$ cat src/rtl/grnn_kernel_regression_top_macros.svh
// Assertion macros used by the controller RTL.
`ifndef GRNN_KERNEL_REGRESSION_TOP_MACROS_SVH
`define GRNN_KERNEL_REGRESSION_TOP_MACROS_SVH
`ifndef SYNTHESIS
`define GKR_ASSERT_IMP(label, clk, rst, ante, cons) \
   label: assert property (@(posedge clk) disable iff (rst) (ante) |-> (cons)) \
      else $error("assertion failed");
`define GKR_ASSERT_NXT(label, clk, rst, ante, cons) \
   label: assert property (@(posedge clk) disable iff (rst) (ante) |=> (cons)) \
      else $error("assertion failed");
`else
`define GKR_ASSERT_IMP(label, clk, rst, ante, cons)
`define GKR_ASSERT_NXT(label, clk, rst, ante, cons)
`endif
`endif

$ cat src/rtl/gkr_pkg.sv
package gkr_pkg;

   localparam int VALW = 24;
   localparam int CSR_AW = 4;
   localparam int EXP_STEPS = 20;

   localparam logic [1:0] FUNC_LOAD_ATTR   = 2'd0;
   localparam logic [1:0] FUNC_LOAD_TARGET = 2'd1;
   localparam logic [1:0] FUNC_QUERY       = 2'd2;

   localparam logic [1:0] REG_POINT_COUNT     = 2'd0;
   localparam logic [1:0] REG_ATTRIBUTE_COUNT = 2'd1;
   localparam logic [1:0] REG_KERNEL_SCALE    = 2'd2;

   localparam logic [31:0] KERNEL_SCALE_RESET = 32'h0080_0000;

   typedef logic [29:0] exp_table_type [EXP_STEPS];

   // round(exp(-2^k / 65536) * 2^30) for each bit k of the Q.16 exponent.
   localparam exp_table_type EXP_TABLE = '{
      30'd1073725440, 30'd1073709056, 30'd1073676290, 30'd1073610760, 30'd1073479712,
      30'd1073217664, 30'd1072693760, 30'd1071646719, 30'd1069555701, 30'd1065385899,
      30'd1057094998, 30'd1040706229, 30'd1008687096, 30'd947573834,  30'd836230973,
      30'd651257337,  30'd395007542,  30'd145315154,  30'd19666267,   30'd360200
   };

   typedef struct packed {
      logic eval_init;
      logic point_init;
      logic attr_step;
      logic scale_mul;
      logic scale_add;
      logic exp_step;
      logic accum;
      logic div_init;
      logic div_step;
      logic out_load;
   } cmd_type;

   typedef struct packed {
      logic points_empty;
      logic attr_last;
      logic pipe_busy;
      logic exp_last;
      logic point_last;
      logic div_last;
   } status_type;

endpackage

$ cat src/rtl/gkr_ctrl.sv
`include "grnn_kernel_regression_top_macros.svh"

module gkr_ctrl (
   input  logic                clock,
   input  logic                reset,
   input  logic                req_valid,
   output logic                req_ready,
   input  logic [1:0]          req_func,
   input  logic                req_query_last,
   output logic                rsp_valid,
   input  logic                rsp_ready,
   output gkr_pkg::cmd_type    cmd,
   input  gkr_pkg::status_type status
);
   import gkr_pkg::*;

   typedef enum logic [10:0] {
      S_IDLE    = 11'b000_0000_0001,
      S_PSTART  = 11'b000_0000_0010,
      S_ATTR    = 11'b000_0000_0100,
      S_DRAIN   = 11'b000_0000_1000,
      S_SMUL    = 11'b000_0001_0000,
      S_SADD    = 11'b000_0010_0000,
      S_EXP     = 11'b000_0100_0000,
      S_ACCUM   = 11'b000_1000_0000,
      S_DIVINIT = 11'b001_0000_0000,
      S_DIV     = 11'b010_0000_0000,
      S_FINISH  = 11'b100_0000_0000
   } state_type;

   state_type state_ff, state_in;
   logic      rsp_valid_ff, rsp_valid_in;
   logic      start;

   assign req_ready = (state_ff == S_IDLE);
   assign rsp_valid = rsp_valid_ff;
   assign start = req_valid && req_ready && (req_func == FUNC_QUERY) && req_query_last;

   always_comb begin
      cmd = '0;
      state_in = state_ff;
      rsp_valid_in = rsp_valid_ff & ~rsp_ready;
      unique case (state_ff)
         S_IDLE: begin
            if (start) begin
               cmd.eval_init = 1'b1;
               state_in = S_PSTART;
            end
         end
         S_PSTART: begin
            if (status.points_empty) begin
               state_in = S_DIVINIT;
            end else begin
               cmd.point_init = 1'b1;
               state_in = S_ATTR;
            end
         end
         S_ATTR: begin
            cmd.attr_step = 1'b1;
            if (status.attr_last) state_in = S_DRAIN;
         end
         S_DRAIN: begin
            if (!status.pipe_busy) state_in = S_SMUL;
         end
         S_SMUL: begin
            cmd.scale_mul = 1'b1;
            state_in = S_SADD;
         end
         S_SADD: begin
            cmd.scale_add = 1'b1;
            state_in = S_EXP;
         end
         S_EXP: begin
            cmd.exp_step = 1'b1;
            if (status.exp_last) state_in = S_ACCUM;
         end
         S_ACCUM: begin
            cmd.accum = 1'b1;
            state_in = status.point_last ? S_DIVINIT : S_PSTART;
         end
         S_DIVINIT: begin
            cmd.div_init = 1'b1;
            state_in = S_DIV;
         end
         S_DIV: begin
            cmd.div_step = 1'b1;
            if (status.div_last) state_in = S_FINISH;
         end
         S_FINISH: begin
            // The result register is loaded only once the previous item has left.
            if (!rsp_valid_ff || rsp_ready) begin
               cmd.out_load = 1'b1;
               rsp_valid_in = 1'b1;
               state_in = S_IDLE;
            end
         end
         default: state_in = S_IDLE;
      endcase
   end

   always_ff @(posedge clock) begin
      if (reset) begin
         state_ff <= S_IDLE;
         rsp_valid_ff <= 1'b0;
      end else begin
         state_ff <= state_in;
         rsp_valid_ff <= rsp_valid_in;
      end
   end

   `GKR_ASSERT_IMP(a_no_overwrite, clock, reset, cmd.out_load, !rsp_valid_ff || rsp_ready)
   `GKR_ASSERT_NXT(a_start_walk, clock, reset, start, state_ff == S_PSTART)
   `GKR_ASSERT_NXT(a_attr_end, clock, reset, cmd.attr_step && status.attr_last,
                   state_ff == S_DRAIN)
   `GKR_ASSERT_NXT(a_last_point, clock, reset, cmd.accum && status.point_last,
                   state_ff == S_DIVINIT)

endmodule

$ cat config.mk
export PLATFORM = sky130hd
export DESIGN_NAME = gkr_ctrl
export DESIGN_NICKNAME = d
export VERILOG_FILES = /design/src/rtl/gkr_pkg.sv /design/src/rtl/gkr_ctrl.sv
export VERILOG_INCLUDE_DIRS = /design/src /design/src/rtl
export SDC_FILE = /design/constraint.sdc
export NUM_CORES = 1
export LEC_CHECK = 0
export BUFFER_PORTS_ARGS = -buffer_cell sky130_fd_sc_hd__buf_2
export CORE_UTILIZATION = 53
export DETAILED_ROUTE_END_ITERATION = 8
export PLACE_DENSITY = 0.82
export SLEW_MARGIN = 20
export SYNTH_ARGS = -nofsm -noshare
export SYNTH_HDL_FRONTEND = slang
export SYNTH_SLANG_ARGS = --single-unit
$ cat constraint.sdc
create_clock -name clock -period 5.7 [get_ports clock]
set_clock_uncertainty 0.05 [all_clocks]
set_input_delay 0.57 -clock clock [delete_from_list [all_inputs] [get_ports clock]]
set_output_delay 0.57 -clock clock [all_outputs]
set_load 0.1 [all_outputs]
==> results of run 1 <==
-- cells by family (layout without fill, tap and decap cells) --
kind of cell	Yosys count	in the layout	share of synthesized area, %
AO/OA/AOI/OAI	21	21	21.51
XOR/XNOR	2	2	2.151
buffers and inverters	10	32	6.911
flip-flops	12	12	29.49
AND/OR/NAND/NOR	52	52	39.94
-- worst max-delay path by stage --
stage	start	slack, ps	to
floorplan	state_ff[4]	680	cmd[1]
global placement	state_ff[4]	2640	cmd[0]
detailed placement	state_ff[5]	2590	cmd[0]
CTS	state_ff[5]	2280	cmd[0]
global route	state_ff[5]	2180	cmd[0]
finish	state_ff[5]	2270	cmd[0]
-- stage by stage --
step / instance area [sq um] / hold slack [ps] / utilization (%) / power [mW] / worst slack (ps)
after CTS: 938.4 / 495.8 / 68.68 / 0.2373 / 2281
final: 938.4 / 499.4 / 68.68 / 0.2361 / 2270
after global routing: 938.4 / 503.7 / 68.68 / 0.2465 / 2177
after global placement: 915.9 / 528.0 / 67.03 / 0.1826 / 2640
after detailed placement: 915.9 / 552.4 / 67.03 / 0.1849 / 2591
after floorplan: 814.5 / 465.2 / - / 0.1654 / 682.0
-- flip-flops by register name, indices dropped and copies added (netlist names) --
name	count
state_ff	11
rsp_valid	1
-- cells in the final DEF (no fill, tap or decap), drive strengths merged, types with 2 or more instances in the layout --
| cell | n |
|---|---|
| buf | 24 |
| nor2 | 14 |
| dfxtp | 12 |
| nor3 | 6 |
| a21oi | 6 |
| nand2 | 5 |
| inv | 5 |
| or4 | 4 |
| nand2b | 4 |
| nor4b | 3 |
| nor4 | 3 |
| clkbuf | 3 |
| and4b | 2 |
| or3b | 2 |
| or2b | 2 |
| a22oi | 2 |
| a2bb2oi | 2 |
| or2 | 2 |
-- worst max-delay path, cell delays in order (launching register included) --
cell,delay [ps]
dfxtp_1,370
or4_1,630
or2_4,310
or4b_4,570
and2b_2,240
buf_2,410
-- area by class of cell --
cell class	instances	area, sq um
Sequential cell	12	240.2
Multi-Input combinational cell	75	518.0
Clock buffer	3	22.52
Fill cell	128	427.9
Inverter	5	18.77
Tap cell	15	18.77
Timing Repair Buffer	24	120.1
-- report_power, final --
part	switching, mW	internal, mW	total (mW)
Combinational	0.0608	0.0291	0.0899
Clock	0.0279	0.0245	0.0524
Sequential	0.00612	0.0878	0.0939
-- metal layers --
metal	part of all wire [%]	vias up	wire length, microns
li1	-	413	-
met1	42	417	889
met2	50	31	1058
met3	5.4	7	113
met4	2.4	0	51
met5	0	-	0
==> summary.txt, run 1 <==
Run status
  – Status: complete, no violations

Clock network
  – Post-CTS Hold Buffers: 0
  – Post-cts gate resize count: 0
  – CTS Sinks: 12
  – Clk Latency, worst-skew pair: 280 ps
  – TritonCTS clock tree: built
  – CTS H-tree lvls: 1
  – Setup bufs post-CTS: 0
  – Clk slew on worst S/H paths: 70 ps
  – Clk Tree Root Cell: clkbuf_4
  – Num CTS Buffers: 3
  – Clock buffer depth: 2

Critical path
  – Critical R2R Capture: state_ff[4]
  – R2R setup slack: 3230 ps
  – CP Launch Type: register
  – Reg-to-Reg Start: state_ff[5]
  – Arr. time, crit path: 2810 ps
  – Data required, critical path: 5080 ps
  – CP Class: register to output pin
  – CP Max Fanout: 6
  – CP endpoint kind: output pin
  – R2R depth: 5

Layout
  – Area Growth Syn to Fin: 15.21%
  – Antenna cells: 0
  – Share of post-route cells with drive strength above 1: 34.45%
  – Final nets: 134
  – Fin cells: 134

Floorplan
  – Die area: 0.001697 sq mm
  – Die Y-Extent: 41.20 microns
  – Core area: 0.001366 sq mm
  – Initial cell density of the core: 59.62%
  – IO Pins: 25
  – Die W: 41.20 microns
  – Rows: 13

Logic synthesis
  – Ys flop type: dfxtp_1
  – Dominant cells by area after synthesis: dfxtp_1 29%, nor2_1 6.5%, a21oi_1 3.7%
  – Syn nets: 110
  – Largest area contributor in the netlist: dfxtp_1
  – Post-synth EDFFs: 0
  – Mapped Cells: 97
  – Syn Std Cell Area: 814.5 sq um
  – Synth warn: 0
  – Post-synth ARST share: 0%
  – Yosys cell types: 39
  – Yosys top cell area share: 29.49%
  – Synthesized area per cell: 8.397 sq um
  – Sequential area share after synthesis: 29.49%
  – Register bit count reported by yosys: 12
  – Most common cell in the netlist: nor2_1
  – Post-synth top cells: 14 x nor2_1, 12 x dfxtp_1, 6 x a21oi_1, 6 x nor3_1

Drt
  – Post-Route WL: 2112 microns
  – Vias per cell: 6.478
  – Vias: 868
  – DRC: 0
  – DR pass1 iterations: 4
  – Post-DRT Antenna Nets: 0
  – DR WL/cell: 15.76 microns
  – 1st-iter DRT viols: 26

Timing
  – Final Setup Violations: 0
  – Max-slew violation count: 0
  – Least-Margin Pin Slew: 498.0 ps
  – Slew headroom: 66.80%
  – Max frequency: 0.2916 GHz
  – Setup TNS Final: 0 ps
  – Crit share post-route: 60.17%
  – Minimum clock period: 3430 ps
  – Final Hold Vio Count: 0
  – RSZ-0062 raised after global routing: false

Global route
  – Global routing usage on met1: 33.22%
  – Grt peak-use layer: met2
  – Overflow after GRT: 0
  – Pin count of the biggest net entering global routing: 14
  – Gr usage total: 29.04%
  – Antenna violations before repair: 0
  – Global-route wire length before repair: 3015 microns
  – Met3 Usage GRT: 4.891%
  – GRT met2 Usage: 50.00%
  – Vias in the first global route: 691

Min path
  – Hold endpoint: rsp_valid
  – Hold Crit Class: input pin to register
  – WHS Path Cells: 2
  – Hold Startpoint: reset

Power
  – Power per cell area: 251.6 mW/mm^2
  – Worst VDD drop: 0.0002038 V
  – LEAKAGE: 0.3894 nW

Placement
  – Placed Cells: 131
  – DP HPWL: 1572 microns
  – # port buffers: 24
  – Final weighted congestion in routability-driven placement: 0.9003

Run
  – MaxCap Viol Count: 0
Power figures use the tool's default switching activity.
==> run 2, diff against run 1 <==
Settings changed: CORE_UTILIZATION 53 to 49, PLACE_DENSITY 0.82 to 0.77.
Clock period 5.7 ns to 3.3 ns, I/O delays scaled along.
==> summary.txt, run 2 (synthesized netlist as in run 1, its figures left out) <==
Critical path
  – Crit path max-delay family: simple AND/OR/NAND/NOR gates (unchanged)
  – CP Class: register to output pin (unchanged)
  – CP Launch Type: register (unchanged)
  – Arr. time, crit path: 2840 ps (was 2810 ps)
  – CP cell instances: or4_1, or2_4, or4b_4, and2b_2, buf_2 (unchanged)
  – Data required, critical path: 2920 ps (was 5080 ps)
  – Max incr delay on CP: 680 ps (was 630 ps)
  – CP max stage cell: or4_1 (unchanged)
  – CP Max Fanout: 6 (unchanged)
  – CP Buf/Inv Count: 1 (unchanged)
  – CP endpoint kind: output pin (unchanged)

Placement
  – Dpl ws: 376.5 ps (was 2591 ps)
  – Final weighted congestion in routability-driven placement: 0.9251 (was 0.9003)
  – Cell area after placement: 952.2 sq um (was 915.9 sq um)
  – DP HPWL: 1483 microns (was 1572 microns)
  – Placed Cells: 132 (was 131)
  – # port buffers: 24 (unchanged)

Drt
  – DRC: 0 (unchanged)
  – DR pass1 iterations: 4 (unchanged)
  – Vias: 834 (was 868)
  – Post-DRT Antenna Nets: 0 (unchanged)
  – DR WL/cell: 14.57 microns (was 15.76 microns)
  – 1st-iter DRT viols: 55 (was 26)
  – Post-Route WL: 1967 microns (was 2112 microns)
  – Vias per cell: 6.178 (was 6.478)

Timing
  – RSZ-0062 raised after global routing: false (unchanged)
  – Crit share post-route: 97.48%
  – Minimum clock period: 3217 ps
  – Max frequency: 0.3109 GHz
  – Least-Margin Pin Slew: 522.8 ps (was 498.0 ps)
  – Slew headroom: 65.15% (was 66.80%)
  – Final Setup Violations: 0 (unchanged)
  – Final Hold Vio Count: 0 (unchanged)
  – Worst Setup Slack, final: 83.09 ps (was 2270 ps)
  – Setup TNS Final: 0 ps (unchanged)
  – Max-slew violation count: 0 (unchanged)

Floorplan
  – Core area: 0.001524 sq mm (was 0.001366 sq mm)
  – Die Y-Extent: 42.77 microns (was 41.20 microns)
  – Rows: 14 (was 13)
  – Die W: 42.77 microns (was 41.20 microns)
  – IO Pins: 25 (unchanged)
  – Die area: 0.001829 sq mm (was 0.001697 sq mm)
  – Initial cell density of the core: 53.45% (was 59.62%)

Layout
  – Fin area: 974.7 sq um (was 938.4 sq um)
  – Reg area: 240.2 sq um (unchanged)
  – Largest Register: state_ff (unchanged)
  – Final nets: 134 (unchanged)
  – Multi-input gate area: 553.0 sq um (was 518.0 sq um)
  – Fin cells: 135 (was 134)
  – Antenna cells: 0 (unchanged)
  – Max FFs per register: 11 (unchanged)
  – Commonest non-fill, non-tap cell in the layout: buf_2 (unchanged)
  – Filler cell count: 130 (was 128)
  – Area Growth Syn to Fin: 19.66% (was 15.21%)
  – Commonest non-fill, non-tap cells in the layout: 24 x buf_2, 14 x nor2_1, 12 x dfxtp_1, 6 x a21oi_1 (was 24 x buf_2, 14 x nor2_1, 12 x dfxtp_1, 6 x nor3_1, 6 x a21oi_1)
  – Share of post-route cells with drive strength above 1: 36.97% (was 34.45%)

Clock network
  – CTS Sinks: 12 (unchanged)
  – Post-CTS Hold Buffers: 0 (unchanged)
  – Post-cts gate resize count: 0 (unchanged)
  – Clk slew on worst S/H paths: 70 ps (about the same)
  – Clk Latency, worst-skew pair: 270 ps (was 280 ps)
  – Setup bufs post-CTS: 0 (unchanged)
  – Clk Tree Root Cell: clkbuf_4 (unchanged)
  – TritonCTS clock tree: built (unchanged)
  – Clock buffer depth: 2 (unchanged)
  – Num CTS Buffers: 3 (unchanged)
  – CTS H-tree lvls: 1 (unchanged)

Power
  – Flop pwr share: 39.5% (was 39.8%)
  – Worst VDD drop: 0.0002374 V (was 0.0002038 V)
  – Total power: 409.1 uW (was 236.1 uW)
  – Comb pwr share: 38.6% (was 38.1%)
  – Switching share of power: 40.22% (was 40.14%)
  – Power per cell area: 419.8 mW/mm^2 (was 251.6 mW/mm^2)
  – Power share of the clock group: 21.8% (was 22.2%)
  – Internal: 244.6 uW (was 141.4 uW)
  – Sw Pwr: 164.6 uW (was 94.78 uW)
  – LEAKAGE: 0.3912 nW (was 0.3894 nW)

Global route
  – Global-route wire length before repair: 3187 microns (was 3015 microns)
  – Pin count of the biggest net entering global routing: 14 (unchanged)
  – Gr usage total: 23.68% (was 29.04%)
  – Antenna violations before repair: 0 (unchanged)
  – Overflow after GRT: 0 (unchanged)
  – Vias in the first global route: 708 (was 691)

Run
  – MaxCap Viol Count: 0 (unchanged)

Run status
  – Status: complete, no violations (unchanged)

Min path
  – Hold Crit Class: input pin to register (unchanged)
## run 2: cell types whose count changed in the layout (fill, tap and decap cells not counted)
cell and delta:
nor3_1 -1, nor3_2 +1, nor4_1 -1, nor4_4 +1
nor4b_1 -1, nor4b_4 +1
## run 2: layout make-up
cell class | count | share of cell area [%]
timing repair buffer | 24 | 12.32
clock buffer | 3 | 2.311
inverter | 5 | 1.926
tap | 16 | 2.054
sequential | 12 | 24.65
multi-input combinational | 75 | 56.74
## run 2: path summary, 6_finish.rpt
check	from	endpoint	slack, ps	depth (start not counted)
hold reg to reg	state_ff[3]	state_ff[4]	550	2
setup / recovery	state_ff[4]	cmd[0]	80	5
setup reg to reg	state_ff[4]	state_ff[4]	770	5
hold / removal	reset	rsp_valid	270	2
## run 2: routing by layer
layer	up-vias	track usage [%]	part of all wire, %
met5	-	0	0
met4	0	11.88	2.1
met3	7	3.830	6.1
met2	30	37.27	46
met1	381	30.91	46
li1	416	-	-
## run 2: worst register-to-register path: stages, from the launching register on
cell	delay (ps)
dfxtp_1	350
or4_1	680
or2_4	340
or4b_4	570
o2111ai_4	300
nor4_1	120
## run 2: power groups by stage
stage          clock [mW]  sequential [mW]  combinational (mW)
2_1_floorplan           0            0.162               0.127
3_3_place_gp            0            0.164               0.156
3_5_place_dp            0            0.165               0.157
4_1_cts            0.0913            0.162               0.158
5_1_grt            0.0978            0.164               0.170
6_report           0.0893            0.162               0.158
## run 2: per-stage QoR
step | util [%] | hold slack, ps
6_report | 63.96 | 272.3
5_1_grt | 63.96 | 278.2
4_1_cts | 63.96 | 271.7
3_5_place_dp | 62.48 | 538.0
3_3_place_gp | 62.48 | 536.0
2_1_floorplan | - | 349.1
